$ cat config.mk
export PLATFORM = sky130hd
export DESIGN_NAME = hpl_sqrt
export DESIGN_NICKNAME = d
export VERILOG_FILES = /design/src/rtl/core/hpl_sqrt.sv
export SDC_FILE = /design/constraint.sdc
export NUM_CORES = 1
export LEC_CHECK = 0
export ABC_AREA = 1
export BUFFER_PORTS_ARGS = -buffer_cell sky130_fd_sc_hd__buf_2
export CAP_MARGIN = 20
export CORE_ASPECT_RATIO = 1.1
export CORE_UTILIZATION = 65
export CTS_CLUSTER_SIZE = 40
export DETAILED_ROUTE_END_ITERATION = 8
export MAX_ROUTING_LAYER = met4
export PLACE_DENSITY_LB_ADDON = 0.1
export SETUP_SLACK_MARGIN = 0.1
export SYNTH_ARGS = -nofsm -noshare
export SYNTH_HDL_FRONTEND = slang
export SYNTH_SLANG_ARGS = --single-unit
$ cat constraint.sdc
create_clock -name clk -period 7.7 [get_ports clk]
set_clock_uncertainty 0.2 [all_clocks]
set_input_delay 1.54 -clock clk [delete_from_list [all_inputs] [get_ports clk]]
set_output_delay 1.54 -clock clk [all_outputs]
set_load 0.02 [all_outputs]
$ cat src/rtl/core/hpl_sqrt.sv
`default_nettype none
// Restoring square root of value * 2^F, one result bit per cycle
module hpl_sqrt #(
  parameter int F = 30
) (
  input  wire logic       clk,
  input  wire logic       rst,
  input  wire logic       start,
  input  wire logic [F:0] value,
  output logic            done,
  output logic [F:0]      root
);

  localparam int RDW  = 2 * F + 2;
  localparam int REMW = F + 4;
  localparam int CW   = $clog2(F + 1);

  logic [RDW-1:0]  rad;
  logic [REMW-1:0] rem;
  logic [REMW-1:0] rem_shift;
  logic [REMW-1:0] trial;
  logic            fits;
  logic            busy;
  logic [CW-1:0]   count;

  always_comb begin
    rem_shift = {rem[REMW-3:0], rad[RDW-1 -: 2]};
    trial     = REMW'({root, 2'b01});
    fits      = rem_shift >= trial;
  end

  // Control
  always_ff @(posedge clk) begin
    if (rst) begin
      busy  <= 1'b0;
      done  <= 1'b0;
      count <= '0;
    end else begin
      done <= 1'b0;
      if (start) begin
        busy  <= 1'b1;
        count <= '0;
      end else if (busy) begin
        if (count == CW'(F)) begin
          busy <= 1'b0;
          done <= 1'b1;
        end else begin
          count <= count + 1'b1;
        end
      end
    end
  end

  // Datapath
  always_ff @(posedge clk) begin
    if (start) begin
      rad  <= {1'b0, value, {F{1'b0}}};
      rem  <= '0;
      root <= '0;
    end else if (busy) begin
      rad  <= rad << 2;
      rem  <= fits ? rem_shift - trial : rem_shift;
      root <= {root[F-1:0], fits};
    end
  end

endmodule
`default_nettype wire

==> run_results.csv <==
group,metric,value,unit
yosys,syn_area_per_cell,6.57,µm²
clock_tree,numCtsBuffers,9,
sta,setup_tns,0,ns
yosys,synth_top_area_share,0.215,
pwr,ir_drop,219,µV
route,vias_per_cell,5.32,
global_routing,grt_pass1_wl,27100,µm
min_path,hold_class,"reg -> reg",
floorplan,die_w,98.3,µm
clock_tree,cts_root_buf,"clkbuf_8",
route,dr.pass1.iters,7,
sta,setup_viol_count_final,0,
layout,finalNetCount,1129,
sta,worstMarginPinSlew,1.09,ns
setup_path,path_max_fanout,51,
sta,post-route-period-util,0.450,
sta,rsz0062_at_grt,"no",
yosys,ys_warn_count,0,
global_routing,track_usage,0.336,
yosys,synth_area,6630,µm²
layout,seq_area,2350,µm²
min_path,min_from,"count[3]",
floorplan,row_count,38,
yosys,synth.area.top_cells,"dfxtp_1, nand2_1, edfxtp_1",
global_routing,grt_pass1_vias,5699,
yosys,ys_async_sr_fraction,0,
global_routing,grt_overflow,0,
sta,slew_viol_final,0,
route,drt-initial-drc-count,383,
place,post-place-cells,1169,
pwr,power_density,354,nW/µm²
place,postPlaceCellArea,6980,µm²
sta,max_freq,289,MHz
setup_path,r2r_setup_slack,4.79,ns
layout,multi_input_area,3500,µm²
layout,syn_to_final_growth,8.10,%
global_routing,grt_max_degree,52,
floorplan,start_util,0.670,
route,wl_per_cell,13.9,µm
pwr,p_leak,3.82,nW
yosys,yosysTopAreaCell,"dfxtp_1",
sta,hold_viol_final,0,
yosys,yosysUniqueCellTypes,38,
clock_tree,worstSkewPairLatency,0.39,ns
place,numPortBuffers,65,
min_path,hold_depth,2,
status,outcome,"finished, final reports clean",
sta,relSlewSlack,0.271,
min_path,whs_endpoint,"count[3]",
clock_tree,cts_resized,0,
setup_path,start_kind,"input port",
setup_path,timing.rr.start,"root[15]",
route,drt_wl_total,16500,µm
layout,fillCellCount,878,
clock_tree,cts.sinks,102,
layout,num_antenna_cells,0,
clock_tree,cts_tree,"built",
yosys,synth_edf_count,31,
setup_path,crit_type,"in -> reg",
flow_run,cap_violations,0,
route,drc,0,
clock_tree,holdBufCountCts,0,
sta,period_minus_slack,3.47,ns
setup_path,required,7.79,ns
clock_tree,post-cts-setup-buffers,0,
place,globalplace.congestion,1.01,
clock_tree,cts_buffer_depth,2,
setup_path,r2r.worst_path.cells,13,
route,ant_nets,0,
setup_path,endpoint_kind,"register",
yosys,syn-num-nets,1077,
floorplan,io_pins,66,
yosys,synth-seq-cells,102,
yosys,seq_area_frac_synth,0.355,
global_routing,grt_antenna_before_repair,0,
yosys,syn_inst,1008,
route,vias,6309,
clock_tree,htree_num_levels,3,
setup_path,regToRegEndpoint,"rem[0]",
floorplan,dieArea,10600,µm²
layout,final_cells,1185,
yosys,ys.flop_type,"dfxtp_1",
clock_tree,path_clk_slew,0.10,ns
setup_path,crit_arrival,3.55,ns
layout,fin_area,7160,µm²
layout,drive_gt1_frac,0.115,
place,hpwl,12600,µm
floorplan,die_h,108,µm
floorplan,core_area,9890,µm²
==> layout make-up <==
class	instances	share of cell area
well taps	120	0.0210
inverters	167	0.0879
clock inverters	7	0.00803
multi-input cells	712	0.489
clock buffers	9	0.0173
repair buffers	68	0.0486
flip-flops and latches	102	0.328
==> kinds of logic after synthesis <==
group	count (synthesis)	share of synthesized area
AO/OA/AOI/OAI	129	0.115
adder cells (fa/ha/maj)	35	0.0661
buffers and inverters	194	0.117
flip-flops	102	0.355
AND/OR/NAND/NOR	548	0.347
==> layer usage <==
layer / global-route usage / wire length (µm)
met1: 0.426 / 7640
met2: 0.549 / 7600
met3: 0.0403 / 863
met4: 0.133 / 409
met5: - / 0
==> sequential cells by signal (all words and copies together), names as in the netlist <==
register and cells:
rem 32, root 31, busy 1, count 5, done 1, rad 32
==> synthesized netlist by cell type, types with 3 or more instances <==
library cell and count:
inv_1 161, o21bai_1 3, buf_1 5, nand2_2 7, nor2_2 3, or2_1 4
edfxtp_1 31, o22ai_1 30, ha_1 35, nand4_1 14, o21a_1 3, o21ai_0 27
a21oi_2 5, nand3_2 6, inv_2 5, nand2_1 355, nor2_1 84, dfxtp_1 71
clkbuf_1 17, nand3_1 59, a21oi_1 42, a21boi_2 4, a21boi_0 4, o21ai_1 9
nor3_2 3, nor3_1 4
==> worst max-delay path, cell delays in order <==
cell and delay [ns]:
buf_2 0.10, buf_4 0.29, nor2_1 0.60, inv_1 0.69
o22ai_1 0.31
==> metrics by stage <==
stage	power (mW)	hold slack [ns]	util	setup WS (ns)
after CTS	2.51	0.281	0.724	4.25
final	2.53	0.274	0.724	4.23
after global placement	2.17	0.248	0.706	3.90
after floorplan	1.88	0.222	-	4.02
after detailed placement	2.18	0.266	0.706	3.84
after global routing	2.75	0.310	0.724	4.04
==> power breakdown <==
part | internal, mW | switching (mW) | total (mW)
logic | 0.482 | 1.07 | 1.55
clock network | 0.122 | 0.206 | 0.328
registers | 0.613 | 0.0402 | 0.654
==> placed cells by master, fill, tap and decap left out, types with 2 or more instances in the layout <==
cell type | synthesis | final
ha_1 | 35 | 35
buf_4 | 2 | 3
buf_2 | 1 | 65
a21oi_1 | 42 | 42
nand3_1 | 59 | 59
o22ai_1 | 30 | 30
a21boi_0 | 4 | 4
a21oi_2 | 5 | 5
inv_8 | 0 | 2
nand2_2 | 7 | 7
edfxtp_1 | 31 | 31
nand3_2 | 6 | 6
nand2_1 | 355 | 355
nor3_2 | 3 | 3
nand4_1 | 14 | 14
a21boi_2 | 4 | 4
nor2_1 | 84 | 84
o21ai_1 | 9 | 9
inv_1 | 161 | 160
dfxtp_1 | 71 | 71
nor3_1 | 4 | 4
nor4_1 | 2 | 2
nor2_2 | 3 | 3
nand2_4 | 2 | 2
o21ai_0 | 27 | 27
o21bai_1 | 3 | 3
clkinv_4 | 0 | 3
nand3b_1 | 2 | 2
o21a_1 | 3 | 3
inv_2 | 5 | 6
clkbuf_8 | 0 | 9
or2_1 | 4 | 4
==> worst max path at each step <==
stage,startpoint,to,slack (ns),cells past startpoint
after floorplan,start,rad[30],4.02,4
after global placement,start,rad[59],3.90,5
after detailed placement,start,root[2],3.84,5
after CTS,start,root[2],4.25,5
after global routing,start,root[14],4.04,5
final,start,root[14],4.23,5
Power figures use the tool's default switching activity.
