**src/rtl/core/hpl_pkg.sv**
```systemverilog
`default_nettype none
package hpl_pkg;

  // Field widths
  localparam int LAT_W    = 31;
  localparam int LON_W    = 32;
  localparam int RADIUS_W = 23;
  localparam int LEN_W    = 48;
  localparam int SEG_W    = 34;
  localparam int COORD_W  = 34;
  localparam int RAD_W    = 31;

  // Fixed-point constants
  localparam logic [63:0] PI_Q61          = 64'h6487ED5110B4611A;
  localparam logic [63:0] QUARTER_PI_Q62  = 64'h3243F6A8885A308D;
  localparam logic [63:0] GAIN_Q32        = 64'h9B74EDA8;
  localparam logic [63:0] HALF_TURN_UNITS = 64'd1800000000;
  // pi / (180 * 1e7) in Q60
  localparam logic [63:0] RAD_Q60         = PI_Q61 / (64'd2 * HALF_TURN_UNITS);

  localparam logic [LEN_W-1:0]    SUM_MAX      = '1;
  localparam logic [RADIUS_W-1:0] RADIUS_RESET = 23'd6371000;

  typedef struct packed {
    logic signed [LAT_W-1:0] latitude;
    logic signed [LON_W-1:0] longitude;
    logic                    last_point;
  } hpl_in_t;

  typedef struct packed {
    logic [LEN_W-1:0] path_length;
    logic             saturated;
  } hpl_out_t;

  typedef enum logic {
    MODE_ROTATE = 1'b0,
    MODE_VECTOR = 1'b1
  } cordic_mode_t;

  // Rounding shift applied after a multiply
  typedef enum logic [1:0] {
    SHIFT_FRAC       = 2'd0,
    SHIFT_HALF_ANGLE = 2'd1,
    SHIFT_ANGLE      = 2'd2,
    SHIFT_DIST       = 2'd3
  } shift_sel_t;

  typedef struct packed {
    logic       start;
    logic       negate;
    shift_sel_t shift;
  } mul_cmd_t;

  typedef struct packed {
    logic         start;
    cordic_mode_t mode;
  } cordic_cmd_t;

  // Restoring unsigned division (elaboration only)
  function automatic logic [63:0] udiv64(input logic [63:0] num, input logic [63:0] den);
    logic [64:0] rem;
    logic [63:0] quo;
    rem = '0;
    quo = '0;
    for (int b = 63; b >= 0; b--) begin
      rem = {rem[63:0], num[b]};
      if (rem >= {1'b0, den}) begin
        rem    = rem - {1'b0, den};
        quo[b] = 1'b1;
      end
    end
    return quo;
  endfunction

  // atan(2^-i) in Q62, truncated-term series (elaboration only)
  function automatic logic [63:0] atan_q62(input int unsigned i);
    logic [63:0] pos;
    logic [63:0] neg;
    logic [63:0] t;
    int unsigned e;
    int unsigned k;
    if (i == 0) return QUARTER_PI_Q62;
    pos = '0;
    neg = '0;
    for (k = 0; k < 64; k++) begin
      e = i * (2 * k + 1);
      if (e <= 62) begin
        t = udiv64(64'd1 << (62 - e), 64'(2 * k + 1));
        if (k[0]) neg = neg + t;
        else pos = pos + t;
      end
    end
    return pos - neg;
  endfunction

endpackage
`default_nettype wire

```
**src/rtl/core/hpl_mul.sv**
```systemverilog
`default_nettype none
// Registered unsigned multiply, then round half up, shift and apply sign
module hpl_mul #(
  parameter int MW = 34,
  parameter int F  = 30
) (
  input  wire logic              clk,
  input  wire logic              rst,
  input  wire hpl_pkg::mul_cmd_t cmd,
  input  wire logic [MW-1:0]     a,
  input  wire logic [MW-1:0]     b,
  output logic                   done,
  output logic [2*MW-1:0]        result
);

  localparam int PW     = 2 * MW;
  localparam int S_FRAC = F;
  localparam int S_HALF = 61 - F;
  localparam int S_ANG  = 60 - F;
  localparam int S_DIST = F - 9;
  localparam logic [PW:0] R_FRAC = (PW+1)'(1) << (S_FRAC - 1);
  localparam logic [PW:0] R_HALF = (PW+1)'(1) << (S_HALF - 1);
  localparam logic [PW:0] R_ANG  = (PW+1)'(1) << (S_ANG - 1);
  localparam logic [PW:0] R_DIST = (PW+1)'(1) << (S_DIST - 1);

  logic [PW-1:0]       prod;
  logic                negate_q;
  hpl_pkg::shift_sel_t shift_q;
  logic                stage1;
  logic [PW:0]         prod_ext;
  logic [PW:0]         rounded;
  logic [PW-1:0]       shifted;

  // Pipeline control
  always_ff @(posedge clk) begin
    if (rst) begin
      stage1 <= 1'b0;
      done   <= 1'b0;
    end else begin
      stage1 <= cmd.start;
      done   <= stage1;
    end
  end

  // Rounding select
  always_comb begin
    prod_ext = {1'b0, prod};
    unique case (shift_q)
      hpl_pkg::SHIFT_FRAC:       rounded = (prod_ext + R_FRAC) >> S_FRAC;
      hpl_pkg::SHIFT_HALF_ANGLE: rounded = (prod_ext + R_HALF) >> S_HALF;
      hpl_pkg::SHIFT_ANGLE:      rounded = (prod_ext + R_ANG) >> S_ANG;
      hpl_pkg::SHIFT_DIST:       rounded = (prod_ext + R_DIST) >> S_DIST;
      default:                   rounded = prod_ext;
    endcase
    shifted = rounded[PW-1:0];
  end

  // Datapath
  always_ff @(posedge clk) begin
    if (cmd.start) begin
      prod     <= PW'(a) * PW'(b);
      negate_q <= cmd.negate;
      shift_q  <= cmd.shift;
    end
    if (stage1) begin
      result <= negate_q ? -shifted : shifted;
    end
  end

endmodule
`default_nettype wire

```
**config.mk**
```make
export PLATFORM = sky130hd
export DESIGN_NAME = hpl_mul
export DESIGN_NICKNAME = d
export VERILOG_FILES = /design/src/rtl/core/hpl_pkg.sv /design/src/rtl/core/hpl_mul.sv
export SDC_FILE = /design/constraint.sdc
export NUM_CORES = 2
export LEC_CHECK = 0
export ABC_AREA = 1
export BUFFER_PORTS_ARGS = -buffer_cell sky130_fd_sc_hd__buf_2
export CELL_PAD_IN_SITES_DETAIL_PLACEMENT = 0
export CELL_PAD_IN_SITES_GLOBAL_PLACEMENT = 2
export CORE_MARGIN = 2
export CORE_UTILIZATION = 43
export CTS_BUF_LIST = sky130_fd_sc_hd__clkbuf_2 sky130_fd_sc_hd__clkbuf_4 sky130_fd_sc_hd__clkbuf_8
export DETAILED_ROUTE_END_ITERATION = 12
export PLACE_DENSITY_LB_ADDON = 0.1
export SLEW_MARGIN = 30
export SYNTH_ARGS = -nofsm -noshare
export SYNTH_HDL_FRONTEND = slang
export SYNTH_SLANG_ARGS = --single-unit
```
**constraint.sdc**
```tcl
create_clock -name clk -period 11.4 [get_ports clk]
set_input_delay 1.14 -clock clk [delete_from_list [all_inputs] [get_ports clk]]
set_output_delay 1.14 -clock clk [all_outputs]
set_load 0.01 [all_outputs]
```
==> impl_metrics.prom <==
# TYPE chip_impl_metric gauge
chip_impl_metric{name="timing.critical_path.slowest_cell_delay",unit="ns"} 0.55
chip_impl_metric{name="cts-buffers-inserted",unit=""} 17
chip_impl_metric{name="synthSimpleGateAreaFrac",unit="%"} 20.99
chip_impl_metric{name="die_x",unit="um"} 338.1
chip_impl_metric{name="setup_total_negative_slack",unit="ns"} 0
chip_impl_metric{name="die-height",unit="um"} 338.1
chip_impl_metric{name="cts.sink_count",unit=""} 121
chip_impl_metric{name="final_net_count",unit=""} 7657
chip_impl_metric{name="route.vias.total",unit=""} 38890
chip_impl_metric{name="layout_min_cycle_time",unit="ns"} 8.562
chip_impl_metric{name="grt_first_pass_wirelength",unit="um"} 251700
chip_impl_metric{name="finalSetupViolCount",unit=""} 0
chip_impl_metric{name="holdPathStages",unit=""} 2
chip_impl_metric{name="synthesis.area_per_instance",unit="um2"} 7.547
chip_impl_metric{name="netlist-cell-type-count",unit=""} 47
chip_impl_metric{name="first_global_vias",unit=""} 41980
chip_impl_info{name="status",value="finished, final reports clean"} 1
chip_impl_metric{name="detail_route.drc_violations",unit=""} 0
chip_impl_metric{name="slew_at_the_pin_closest_to_its_max_slew_limit",unit="ns"} 1.064
chip_impl_info{name="largest_family_of_logic_cells_by_synthesized_area",value="adder cells"} 1
chip_impl_metric{name="cts_hold_buffers",unit=""} 0
chip_impl_info{name="cts_tree",value="yes"} 1
chip_impl_metric{name="synth_compound_gate_area_share",unit="%"} 3.274
chip_impl_metric{name="place_congestion",unit=""} 0.9397
chip_impl_info{name="critical_path_top_delay_cell",value="sky130_fd_sc_hd__o211ai_1"} 1
chip_impl_metric{name="cts_setup_buffers",unit=""} 0
chip_impl_info{name="crit_top_cell",value="sky130_fd_sc_hd__fa_1"} 1
chip_impl_metric{name="core.rowCount",unit=""} 122
chip_impl_info{name="timing.setup.critical_path_class",value="input pin to flop"} 1
chip_impl_metric{name="maxClockFrequency",unit="GHz"} 0.1168
chip_impl_info{name="reg2reg_to",value="result[60]"} 1
chip_impl_metric{name="track_usage",unit="%"} 28.64
chip_impl_metric{name="max_cap_viol_count",unit=""} 0
chip_impl_metric{name="post_drt_via_cell_ratio",unit=""} 4.998
chip_impl_metric{name="setup.reg_to_reg.worst_slack",unit="ns"} 6.85
chip_impl_metric{name="yosysWarnings",unit=""} 0
chip_impl_metric{name="number_of_failing_hold_endpoints_at_the_final_stage",unit=""} 0
chip_impl_info{name="post_synth_top_flop",value="sky130_fd_sc_hd__edfxtp_1"} 1
chip_impl_metric{name="syn_inst",unit=""} 6361
chip_impl_metric{name="critPathBufInv",unit=""} 9
chip_impl_metric{name="insertion_delay",unit="ns"} 0.51
chip_impl_metric{name="cp.arrival",unit="ns"} 8.88
chip_impl_metric{name="dr.pass1.iters",unit=""} 6
chip_impl_info{name="rsz0062_at_grt",value="false"} 1
chip_impl_metric{name="design.die.area",unit="um2"} 114300
chip_impl_metric{name="post_synth_mux_area_share",unit="%"} 0
chip_impl_metric{name="postSynth.asyncResetShare",unit="%"} 0
chip_impl_metric{name="timing.reg2reg.worst_path_depth",unit=""} 14
chip_impl_info{name="setup_crit_end_kind",value="flop"} 1
chip_impl_metric{name="cp_max_fo",unit=""} 19
chip_impl_metric{name="buffer_ports.inserted",unit=""} 142
chip_impl_metric{name="max_slew_margin",unit="%"} 29.10
chip_impl_metric{name="synth.yosys.seq_area_share",unit="%"} 7.527
chip_impl_metric{name="routed_wire_length_per_instance",unit="um"} 20.40
chip_impl_metric{name="htreeDepth",unit=""} 4
chip_impl_metric{name="hpwl",unit="um"} 129600
chip_impl_metric{name="grt_start_max_net_pins",unit=""} 68
chip_impl_metric{name="antenna_left",unit=""} 0
chip_impl_metric{name="drive_gt1_share",unit="%"} 5.214
chip_impl_info{name="cpLargestDelayFamily",value="adder cells"} 1
chip_impl_metric{name="seq_cells_post_synth",unit=""} 121
chip_impl_info{name="timing.hold.worst.start",value="stage1"} 1
chip_impl_metric{name="routed_wire_length",unit="um"} 158700
chip_impl_info{name="layout.cells.most_common",value="sky130_fd_sc_hd__inv_1"} 1
chip_impl_metric{name="worstPathRequired",unit="ns"} 11.72
chip_impl_info{name="crit-reg2reg-launch",value="prod[30]"} 1
chip_impl_metric{name="clk_pin_slew_worst_paths",unit="ns"} 0.08
chip_impl_metric{name="grt_overflow_total",unit=""} 0
chip_impl_metric{name="initial_core_util",unit="%"} 43.38
chip_impl_metric{name="n_fill_cell",unit=""} 11570
chip_impl_info{name="min_to",value="done"} 1
chip_impl_metric{name="slew_viol_final",unit=""} 0
chip_impl_info{name="crit_path_launch_type",value="input pin"} 1
chip_impl_metric{name="floorplan.core_area",unit="um2"} 110700
chip_impl_metric{name="fin_worst_skew",unit="ns"} 0.02298
chip_impl_metric{name="yosys.area_share.adder",unit="%"} 49.92
chip_impl_info{name="hp-class",value="flop to flop"} 1
chip_impl_metric{name="synthesis.area",unit="um2"} 48000
chip_impl_metric{name="drt_first_iter_violations",unit=""} 2544
chip_impl_metric{name="cts_max_path_buffers",unit=""} 2
chip_impl_metric{name="post_cts_resize_count",unit=""} 0
chip_impl_info{name="clk_root_buffer_cell",value="sky130_fd_sc_hd__clkbuf_8"} 1
chip_impl_metric{name="min_period_over_period",unit="%"} 75.11
chip_impl_metric{name="initial_antenna_violation_count",unit=""} 1
chip_impl_metric{name="synthesis_to_layout_area_growth",unit="%"} 4.775
chip_impl_metric{name="synth-xor-area-share",unit="%"} 1.405
chip_impl_metric{name="net_count_after_synthesis",unit=""} 7739
chip_impl_metric{name="synth-edff-count",unit=""} 119
chip_impl_metric{name="ios",unit=""} 143
chip_impl_info{name="most_used_cells_in_the_layout_excluding_fill_and_tap_cells",value="sky130_fd_sc_hd__inv_1 (1,842), sky130_fd_sc_hd__nand2_1 (1,731), sky130_fd_sc_hd__fa_1 (1,019)"} 1
==> worst register-to-register path, cell delays in order (launching register included) <==
cell	delay, ns
sky130_fd_sc_hd__edfxtp_1	0.63
sky130_fd_sc_hd__ha_1	0.45
sky130_fd_sc_hd__nand2_1	0.19
sky130_fd_sc_hd__nor2_4	0.25
sky130_fd_sc_hd__nand2_1	0.15
sky130_fd_sc_hd__nor2_1	0.25
sky130_fd_sc_hd__nand2_1	0.24
sky130_fd_sc_hd__o21ai_1	0.17
sky130_fd_sc_hd__nand3_1	0.15
sky130_fd_sc_hd__nand3_1	0.26
sky130_fd_sc_hd__nand2_1	0.11
sky130_fd_sc_hd__nor2_1	0.29
sky130_fd_sc_hd__nand3_1	0.32
sky130_fd_sc_hd__o21ai_1	0.68
sky130_fd_sc_hd__nand2_1	0.13
==> area by class of cell <==
type | instances | area [um2] | share of cell area [%]
inverters | 1860 | 6982 | 13.88
diodes | 1 | 2.502 | 0.004975
flip-flops and latches | 121 | 3615 | 7.187
clock buffers | 18 | 241.5 | 0.4801
repair buffers | 192 | 1129 | 2.244
multi-input cells | 4087 | 36290 | 72.15
well taps | 1488 | 1862 | 3.702
clock inverters | 13 | 177.7 | 0.3532
==> cells by family after synthesis <==
kind of cell	count (synthesis)
flip-flops	121
AND/OR/NAND/NOR	2420
adder cells (fa/ha/maj)	1304
AO/OA/AOI/OAI	286
buffers and inverters	2153
XOR/XNOR	77
==> sequential cells by signal, indices dropped and copies added, names as in the netlist <==
name / count
result: 68
negate_q: 1
stage1: 1
prod: 48
done: 1
shift_q: 2
==> per-stage QoR <==
| step | std cells | utilization (%) | hold WS, ns | instance area (um2) | setup WS, ns |
|---|---|---|---|---|---|
| after floorplan | 6361 | - | 0.7136 | 48000 | 3.622 |
| after global placement | 7746 | 45.02 | 0.4316 | 49820 | 2.392 |
| after detailed placement | 7747 | 45.04 | 0.4421 | 49840 | 2.361 |
| after CTS | 7778 | 45.42 | 0.4671 | 50260 | 2.884 |
| after global routing | 7780 | 45.45 | 0.4835 | 50300 | 2.532 |
| final | 7780 | 45.45 | 0.4545 | 50300 | 2.838 |
==> synth_stat cells, types with 14 or more instances <==
cell type / instances / area (um2)
sky130_fd_sc_hd__inv_1: 1843 / 6918
sky130_fd_sc_hd__nand2_1: 1731 / 6497
sky130_fd_sc_hd__fa_1: 1019 / 20400
sky130_fd_sc_hd__ha_1: 285 / 3566
sky130_fd_sc_hd__clkbuf_1: 279 / 1047
sky130_fd_sc_hd__nor2_1: 279 / 1047
sky130_fd_sc_hd__nand3_1: 257 / 1286
sky130_fd_sc_hd__a21oi_1: 119 / 595.6
sky130_fd_sc_hd__edfxtp_1: 119 / 3573
sky130_fd_sc_hd__o21ai_0: 90 / 450.4
sky130_fd_sc_hd__xor2_1: 58 / 508.0
sky130_fd_sc_hd__nand4_1: 34 / 212.7
sky130_fd_sc_hd__nor2_2: 26 / 162.7
sky130_fd_sc_hd__nor2_4: 22 / 247.7
sky130_fd_sc_hd__o21ai_1: 19 / 95.09
sky130_fd_sc_hd__xnor2_1: 19 / 166.4
sky130_fd_sc_hd__nor3_1: 15 / 75.07
sky130_fd_sc_hd__inv_2: 14 / 52.55
sky130_fd_sc_hd__nand3_2: 14 / 140.1
==> layer usage <==
layer  part of all wire, %  vias to the layer above  global-route usage, %
li1                      -                    17940                      -
met1                    45                    19740                  39.42
met2                    49                     1081                  49.55
met3                   4.9                      132                  2.426
met4                   2.0                        0                  5.525
met5                     0                        -                      0
==> worst max-delay path by stage <==
stage | cells past startpoint | from | slack, ns | endpoint
after global placement | 26 | a[16] | 2.39 | prod[45]
final | 26 | a[16] | 2.84 | prod[45]
after CTS | 26 | a[16] | 2.88 | prod[45]
after global routing | 26 | a[16] | 2.53 | prod[53]
after floorplan | 31 | b[10] | 3.62 | prod[56]
after detailed placement | 26 | a[16] | 2.36 | prod[45]
Power is not shown: default switching activity piles up to over one toggle a cycle in this logic, so the estimate is an artifact.
