File: src/rtl/core/hpl_pkg.sv
`default_nettype none
package hpl_pkg;

  // Field widths
  localparam int LAT_W    = 31;
  localparam int LON_W    = 32;
  localparam int RADIUS_W = 23;
  localparam int LEN_W    = 48;
  localparam int SEG_W    = 34;
  localparam int COORD_W  = 34;
  localparam int RAD_W    = 31;

  // Fixed-point constants
  localparam logic [63:0] PI_Q61          = 64'h6487ED5110B4611A;
  localparam logic [63:0] QUARTER_PI_Q62  = 64'h3243F6A8885A308D;
  localparam logic [63:0] GAIN_Q32        = 64'h9B74EDA8;
  localparam logic [63:0] HALF_TURN_UNITS = 64'd1800000000;
  // pi / (180 * 1e7) in Q60
  localparam logic [63:0] RAD_Q60         = PI_Q61 / (64'd2 * HALF_TURN_UNITS);

  localparam logic [LEN_W-1:0]    SUM_MAX      = '1;
  localparam logic [RADIUS_W-1:0] RADIUS_RESET = 23'd6371000;

  typedef struct packed {
    logic signed [LAT_W-1:0] latitude;
    logic signed [LON_W-1:0] longitude;
    logic                    last_point;
  } hpl_in_t;

  typedef struct packed {
    logic [LEN_W-1:0] path_length;
    logic             saturated;
  } hpl_out_t;

  typedef enum logic {
    MODE_ROTATE = 1'b0,
    MODE_VECTOR = 1'b1
  } cordic_mode_t;

  // Rounding shift applied after a multiply
  typedef enum logic [1:0] {
    SHIFT_FRAC       = 2'd0,
    SHIFT_HALF_ANGLE = 2'd1,
    SHIFT_ANGLE      = 2'd2,
    SHIFT_DIST       = 2'd3
  } shift_sel_t;

  typedef struct packed {
    logic       start;
    logic       negate;
    shift_sel_t shift;
  } mul_cmd_t;

  typedef struct packed {
    logic         start;
    cordic_mode_t mode;
  } cordic_cmd_t;

  // Restoring unsigned division (elaboration only)
  function automatic logic [63:0] udiv64(input logic [63:0] num, input logic [63:0] den);
    logic [64:0] rem;
    logic [63:0] quo;
    rem = '0;
    quo = '0;
    for (int b = 63; b >= 0; b--) begin
      rem = {rem[63:0], num[b]};
      if (rem >= {1'b0, den}) begin
        rem    = rem - {1'b0, den};
        quo[b] = 1'b1;
      end
    end
    return quo;
  endfunction

  // atan(2^-i) in Q62, truncated-term series (elaboration only)
  function automatic logic [63:0] atan_q62(input int unsigned i);
    logic [63:0] pos;
    logic [63:0] neg;
    logic [63:0] t;
    int unsigned e;
    int unsigned k;
    if (i == 0) return QUARTER_PI_Q62;
    pos = '0;
    neg = '0;
    for (k = 0; k < 64; k++) begin
      e = i * (2 * k + 1);
      if (e <= 62) begin
        t = udiv64(64'd1 << (62 - e), 64'(2 * k + 1));
        if (k[0]) neg = neg + t;
        else pos = pos + t;
      end
    end
    return pos - neg;
  endfunction

endpackage
`default_nettype wire

File: src/rtl/core/hpl_cordic.sv
`default_nettype none
// Shared CORDIC engine, one micro-rotation per cycle, rotation or vectoring
module hpl_cordic #(
  parameter int N = 32,
  parameter int F = 30,
  parameter int W = 34
) (
  input  wire logic                 clk,
  input  wire logic                 rst,
  input  wire hpl_pkg::cordic_cmd_t cmd,
  input  wire logic signed [W-1:0]  x0,
  input  wire logic signed [W-1:0]  y0,
  input  wire logic signed [W-1:0]  z0,
  output logic                      done,
  output logic signed [W-1:0]       sine,
  output logic signed [W-1:0]       cosine,
  output logic signed [W-1:0]       angle
);

  localparam int CW = $clog2(N);
  localparam logic [63:0] PI_F   = (hpl_pkg::PI_Q61 + (64'd1 << (60 - F))) >> (61 - F);
  localparam logic [63:0] HALF_F = (hpl_pkg::PI_Q61 + (64'd1 << (61 - F))) >> (62 - F);
  localparam logic [63:0] GAIN_F = (F >= 32) ? (hpl_pkg::GAIN_Q32 << (F - 32))
                                 : ((hpl_pkg::GAIN_Q32 + (64'd1 << (31 - F))) >> (32 - F));
  localparam logic signed [W-1:0] PI_W   = W'(PI_F);
  localparam logic signed [W-1:0] HALF_W = W'(HALF_F);
  localparam logic signed [W-1:0] GAIN_W = W'(GAIN_F);

  logic signed [W-1:0] atan_tab [N];

  // Arctangent steps rounded to Q(F)
  for (genvar g = 0; g < N; g++) begin : g_atan
    localparam logic [63:0] STEP_Q62 = hpl_pkg::atan_q62(g);
    localparam logic [63:0] STEP_F   = (STEP_Q62 + (64'd1 << (61 - F))) >> (62 - F);
    assign atan_tab[g] = W'(STEP_F);
  end

  logic signed [W-1:0]   x;
  logic signed [W-1:0]   y;
  logic signed [W-1:0]   z;
  logic                  flip;
  hpl_pkg::cordic_mode_t mode;
  logic                  busy;
  logic [CW-1:0]         iter;
  logic signed [W-1:0]   dx;
  logic signed [W-1:0]   dy;
  logic signed [W-1:0]   step_angle;
  logic                  go_neg;

  always_comb begin
    dx         = y >>> iter;
    dy         = x >>> iter;
    step_angle = atan_tab[iter];
    go_neg     = (mode == hpl_pkg::MODE_ROTATE) ? ~z[W-1] : y[W-1];
  end

  // Control
  always_ff @(posedge clk) begin
    if (rst) begin
      busy <= 1'b0;
      done <= 1'b0;
      iter <= '0;
    end else begin
      done <= 1'b0;
      if (cmd.start) begin
        busy <= 1'b1;
        iter <= '0;
      end else if (busy) begin
        if (iter == CW'(N - 1)) begin
          busy <= 1'b0;
          done <= 1'b1;
        end else begin
          iter <= iter + 1'b1;
        end
      end
    end
  end

  // Datapath: load (with quadrant fold in rotation mode), then iterate
  always_ff @(posedge clk) begin
    if (cmd.start) begin
      mode <= cmd.mode;
      if (cmd.mode == hpl_pkg::MODE_ROTATE) begin
        x <= GAIN_W;
        y <= '0;
        if (z0 > HALF_W) begin
          z    <= z0 - PI_W;
          flip <= 1'b1;
        end else if (z0 < -HALF_W) begin
          z    <= z0 + PI_W;
          flip <= 1'b1;
        end else begin
          z    <= z0;
          flip <= 1'b0;
        end
      end else begin
        x    <= x0;
        y    <= y0;
        z    <= '0;
        flip <= 1'b0;
      end
    end else if (busy) begin
      x <= go_neg ? x - dx : x + dx;
      y <= go_neg ? y + dy : y - dy;
      z <= go_neg ? z - step_angle : z + step_angle;
    end
  end

  assign sine   = flip ? -y : y;
  assign cosine = flip ? -x : x;
  assign angle  = z;

endmodule
`default_nettype wire

File: config.mk
export PLATFORM = sky130hd
export DESIGN_NAME = hpl_cordic
export DESIGN_NICKNAME = d
export VERILOG_FILES = /design/src/rtl/core/hpl_pkg.sv /design/src/rtl/core/hpl_cordic.sv
export SDC_FILE = /design/constraint.sdc
export NUM_CORES = 1
export LEC_CHECK = 0
export BUFFER_PORTS_ARGS = -buffer_cell sky130_fd_sc_hd__buf_2
export CAP_MARGIN = 5
export CORE_ASPECT_RATIO = 2
export CORE_MARGIN = 3
export CORE_UTILIZATION = 55
export CTS_BUF_LIST = sky130_fd_sc_hd__clkbuf_2
export CTS_CLUSTER_SIZE = 24
export DETAILED_ROUTE_END_ITERATION = 10
export GPL_TIMING_DRIVEN = 0
export PLACE_DENSITY = 0.75
export SLEW_MARGIN = 20
export SYNTH_ARGS = -nofsm -noshare
export SYNTH_HDL_FRONTEND = slang
export SYNTH_SLANG_ARGS = --single-unit
File: constraint.sdc
create_clock -name clk -period 11.5 [get_ports clk]
set_clock_uncertainty 0.15 [all_clocks]
set_input_delay 0.575 -clock clk [delete_from_list [all_inputs] [get_ports clk]]
set_output_delay 0.575 -clock clk [all_outputs]
set_load 0.02 [all_outputs]
==> flow_summary.json, run 1 <==
{
  "hold_buffers": 79,
  "synth_seq_cells": 111,
  "cts_setup_buffers": 0,
  "grt_max_degree": 53,
  "initial_core_util": 0.5593,
  "stop_error": "[ERROR GRT-0116] Global routing finished with congestion. Check the congestion regions in the DRC Viewer.",
  "synthTopCellsByArea": "edfxtp_1 (16%), mux4_2 (8.1%), xnor2_1 (7.8%)",
  "grt_pass1_vias": 25820,
  "yosysTopAreaCell": "edfxtp_1",
  "gp_congestion": 1.328,
  "grt_pass1_wl_mm": 169.5,
  "root_buffer": "clkbuf_2",
  "postSynthNetCount": 2666,
  "ys_warn_count": 0,
  "yosysUniqueCellTypes": 103,
  "grt.overflow.total": 34,
  "synth.top_cell.area_share": 0.1587,
  "seq_area_frac_synth": 0.1658,
  "die_h_um": 273.5,
  "dominantRegCellSynth": "edfxtp_1",
  "placementRows": 97,
  "syn_area_um2": 19680,
  "clock_sinks": 111,
  "synthArstFlopShare": 0,
  "hpwl_mm": 85.24,
  "ios": 209,
  "die_w_um": 139.8,
  "synth_edf_count": 104,
  "synth_most_common_cell": "nand2_1",
  "netlist_instances": 2439,
  "grt_usage": 0.5906,
  "post_cts_resized": 0,
  "synth_commonest_cells": "nand2_1 (234), o21ai_0 (182), nor2_1 (178)",
  "port_buffers": 191,
  "cts_buffers": 9,
  "outcome": "did not finish",
  "avgSynthCellArea_um2": 8.070,
  "htree_levels": 3,
  "stop_stage": "5_1_grt",
  "clock_path_buffers": 2
}
routing by layer:
layer | GRT usage | overflow
met5 | 0 | 0
met4 | 0.6705 | 19
met3 | 0.2622 | 0
met2 | 0.9059 | 15
met1 | 0.5387 | 0
stage by stage:
stage                     setup WS, ns  cells    util  instance area, um2  hold slack [ns]
after floorplan                  5.560   2439       -               19680           0.2629
after global placement           2.667   3075  0.6022               21200           0.2717
after detailed placement         3.415   3079  0.6054               21310           0.2939
after CTS                        3.330   3174  0.6315               22230          0.01594
logic make-up after synthesis:
kind of cell | Yosys count | share of synthesized area
and+or+nand+nor | 725 | 0.1812
buffers and inverters | 258 | 0.05740
AOI/OAI and AO/OA | 788 | 0.2628
adders and majority gates | 121 | 0.07806
muxes | 163 | 0.1333
xor gates and xnor gates | 273 | 0.1215
DFF | 111 | 0.1658
==> run 2, diff against run 1 <==
--- a/config.mk
+++ b/config.mk
@@ -7,14 +7,11 @@
 export LEC_CHECK = 0
 export BUFFER_PORTS_ARGS = -buffer_cell sky130_fd_sc_hd__buf_2
 export CAP_MARGIN = 5
-export CORE_ASPECT_RATIO = 2
 export CORE_MARGIN = 3
-export CORE_UTILIZATION = 55
-export CTS_BUF_LIST = sky130_fd_sc_hd__clkbuf_2
-export CTS_CLUSTER_SIZE = 24
+export CORE_UTILIZATION = 40
 export DETAILED_ROUTE_END_ITERATION = 10
 export GPL_TIMING_DRIVEN = 0
-export PLACE_DENSITY = 0.75
+export PLACE_DENSITY_LB_ADDON = 0.15
 export SLEW_MARGIN = 20
 export SYNTH_ARGS = -nofsm -noshare
 export SYNTH_HDL_FRONTEND = slang
==> flow_summary.json, run 2 <==
{
  "clk_latency_ns": 0.41,
  "cts_buffers": 9,
  "cts_tree": "yes",
  "cp-start-kind": "register",
  "crit_fanout": 10,
  "p_seq_frac": 0.141,
  "clock_path_buffers": 2,
  "htree_levels": 3,
  "fin_setup_tns_ns": 0,
  "cpMostUsedCell": "clkbuf_1",
  "clkTransAtPathRegs_ns": 0.10,
  "syn_area_um2": 19680,
  "firstDrtPassIters": 6,
  "hpwl_mm": 81.64,
  "grt_pass1_wl_mm": 146.0,
  "grt_pass1_vias": 21100,
  "r2r_slack_ns": 3.09,
  "netlist_instances": 2439,
  "cp_cell_sequence": "clkbuf_1 > inv_1 > mux2i_2 > clkbuf_1 > clkbuf_1 > nor2_1 > xor2_1 > ha_1 > nor2b_1 > o21a_1 > o21ai_0 > a2111oi_0 > a311oi_1 > o31ai_1 > o22ai_1 > o21ai_0 > xor2_1 > o22a_1",
  "synth_most_common_cell": "nand2_1",
  "wl_mm": 103.1,
  "dieArea_um2": 51910,
  "synth_seq_cells": 111,
  "fillers": 4867,
  "postSynthNetCount": 2666,
  "die_h_um": 227.8,
  "ios": 209,
  "max_freq_ghz": 0.1190,
  "synthArstFlopShare": 0,
  "post_cts_resized": 0,
  "worst_slew_pin_slew_ns": 1.243,
  "grt.overflow.total": 0,
  "synthTopCellsByArea": "edfxtp_1 (16%), mux4_2 (8.1%), xnor2_1 (7.8%)",
  "clkPwrFrac": 0.043,
  "yosysUniqueCellTypes": 103,
  "placementRows": 80,
  "avgSynthCellArea_um2": 8.070,
  "final_common_cell": "nand2_1",
  "final_nets": 2870,
  "p_switching_w": 0.004611,
  "port_buffers": 191,
  "outcome": "finished, final reports clean",
  "hold_buffers": 0,
  "synth.top_cell.area_share": 0.1587,
  "internal_power_w": 0.003580,
  "final_antenna_net_count": 0,
  "finalSetupViolations": 0,
  "area_delta_synth_final_pct": 10.92,
  "diodes": 0,
  "power_w": 0.008191,
  "vdd_drop_max_mv": 0.1591,
  "p_sw_frac": 0.5629,
  "route.detailed.drc": 0,
  "drive_gt1_frac": 0.1590,
  "core_area_um2": 48150,
  "cp.required_ns": 11.52,
  "dominantRegCellSynth": "edfxtp_1",
  "power-per-cell-area_nw_per_um2": 375.2,
  "crit_type": "reg -> reg",
  "via_per_inst": 6.663,
  "ys_warn_count": 0,
  "grt_usage": 0.3802,
  "rsz0062_at_grt": "false",
  "cpMaxStageDelayCell": "a311oi_1",
  "max_cap_viol_count": 0,
  "cp.arrival_ns": 8.43,
  "min_period_ns": 8.405,
  "crit_path_end_kind": "register",
  "die_w_um": 227.8,
  "grt_max_degree": 50,
  "cp_slowest_stage_delay_ns": 0.95,
  "antenna_found_initial": 1,
  "synth_commonest_cells": "nand2_1 (234), o21ai_0 (182), nor2_1 (178)",
  "final_max_slew_viol_count": 0,
  "route.vias.total": 22010,
  "initial_core_util": 0.4088,
  "cts_setup_buffers": 0,
  "wl_per_cell_um": 31.22,
  "finalHoldViolations": 0,
  "p_leak_nw": 8.584,
  "power_frac_comb": 0.816,
  "synth_edf_count": 104,
  "gp_congestion": 1.117,
  "clock_sinks": 111,
  "max_slew_margin": 0.1712,
  "layout_common_cells": "nand2_1 (234), buf_2 (219), o21ai_0 (182)",
  "root_buffer": "clkbuf_16",
  "finalCritPeriodShare": 0.7309,
  "seq_area_frac_synth": 0.1658,
  "yosysTopAreaCell": "edfxtp_1",
  "hold_path_class": "in -> reg",
  "drt-initial-drc-count": 2445
}
## run 2: critical path: cells and delay by family, from the launching register on
kind | cells | cell delay (ns)
simple gates | 2 | 0.27
fa+ha+maj | 1 | 0.34
flops | 1 | 0.39
mux | 1 | 0.91
xor+xnor | 2 | 0.38
compound gates | 8 | 2.99
buf+inv | 4 | 2.71
## run 2: path summary, 6_finish.rpt
check	from	endpoint	depth (start not counted)
worst max-delay path	y[33]	x[26]	18
worst min-delay path	rst	busy	2
worst max register to register	y[33]	x[26]	18
worst min register to register	busy	done	2
## run 2: area by class of cell
class	count	area, um2	share of cell area
multi-input combinational	2070	15310	0.7011
sequential	111	3263	0.1495
timing repair buffer	193	1003	0.04596
buffer	193	890.9	0.04080
tap	656	820.8	0.03759
inverter	65	244.0	0.01117
clock buffer	9	225.2	0.01032
clock inverter	7	77.57	0.003553
## run 2: logic make-up after synthesis
logic type | Yosys count | share of synthesized area
AO/OA/AOI/OAI | 788 | 0.2628
AND/OR/NAND/NOR | 725 | 0.1812
XOR/XNOR | 273 | 0.1215
buffers and inverters | 258 | 0.05740
multiplexers | 163 | 0.1333
adder cells (fa/ha/maj) | 121 | 0.07806
flip-flops | 111 | 0.1658
## run 2: metrics by stage
step | hold slack [ns] | util | area [um2] | cells | worst slack [ns]
after floorplan | 0.2629 | - | 19680 | 2439 | 5.560
after global routing | 0.2014 | 0.4535 | 21830 | 3304 | 3.067
final | 0.1959 | 0.4535 | 21830 | 3304 | 3.095
after detailed placement | 0.3053 | 0.4471 | 21530 | 3288 | 3.703
after global placement | 0.2999 | 0.4457 | 21460 | 3286 | 3.320
after CTS | 0.1865 | 0.4534 | 21830 | 3304 | 3.667
## run 2: per-layer routing
metal,up-vias,share of wire,track usage
li1,9601,-,-
met1,10700,0.39,0.4695
met2,1421,0.44,0.5979
met3,289,0.10,0.09905
met4,2,0.070,0.2252
met5,-,0.00013,0
## run 2: power by group through the flow
| stage | clock, W | sequential, W | combinational [W] |
|---|---|---|---|
| after floorplan | 0 | 0.00102 | 0.00474 |
| after global placement | 0 | 0.00113 | 0.00637 |
| after detailed placement | 0 | 0.00114 | 0.00647 |
| after CTS | 0.000355 | 0.00113 | 0.00652 |
| after global routing | 0.000369 | 0.00115 | 0.00721 |
| final | 0.000352 | 0.00115 | 0.00669 |
Power figures use the tool's default switching activity.
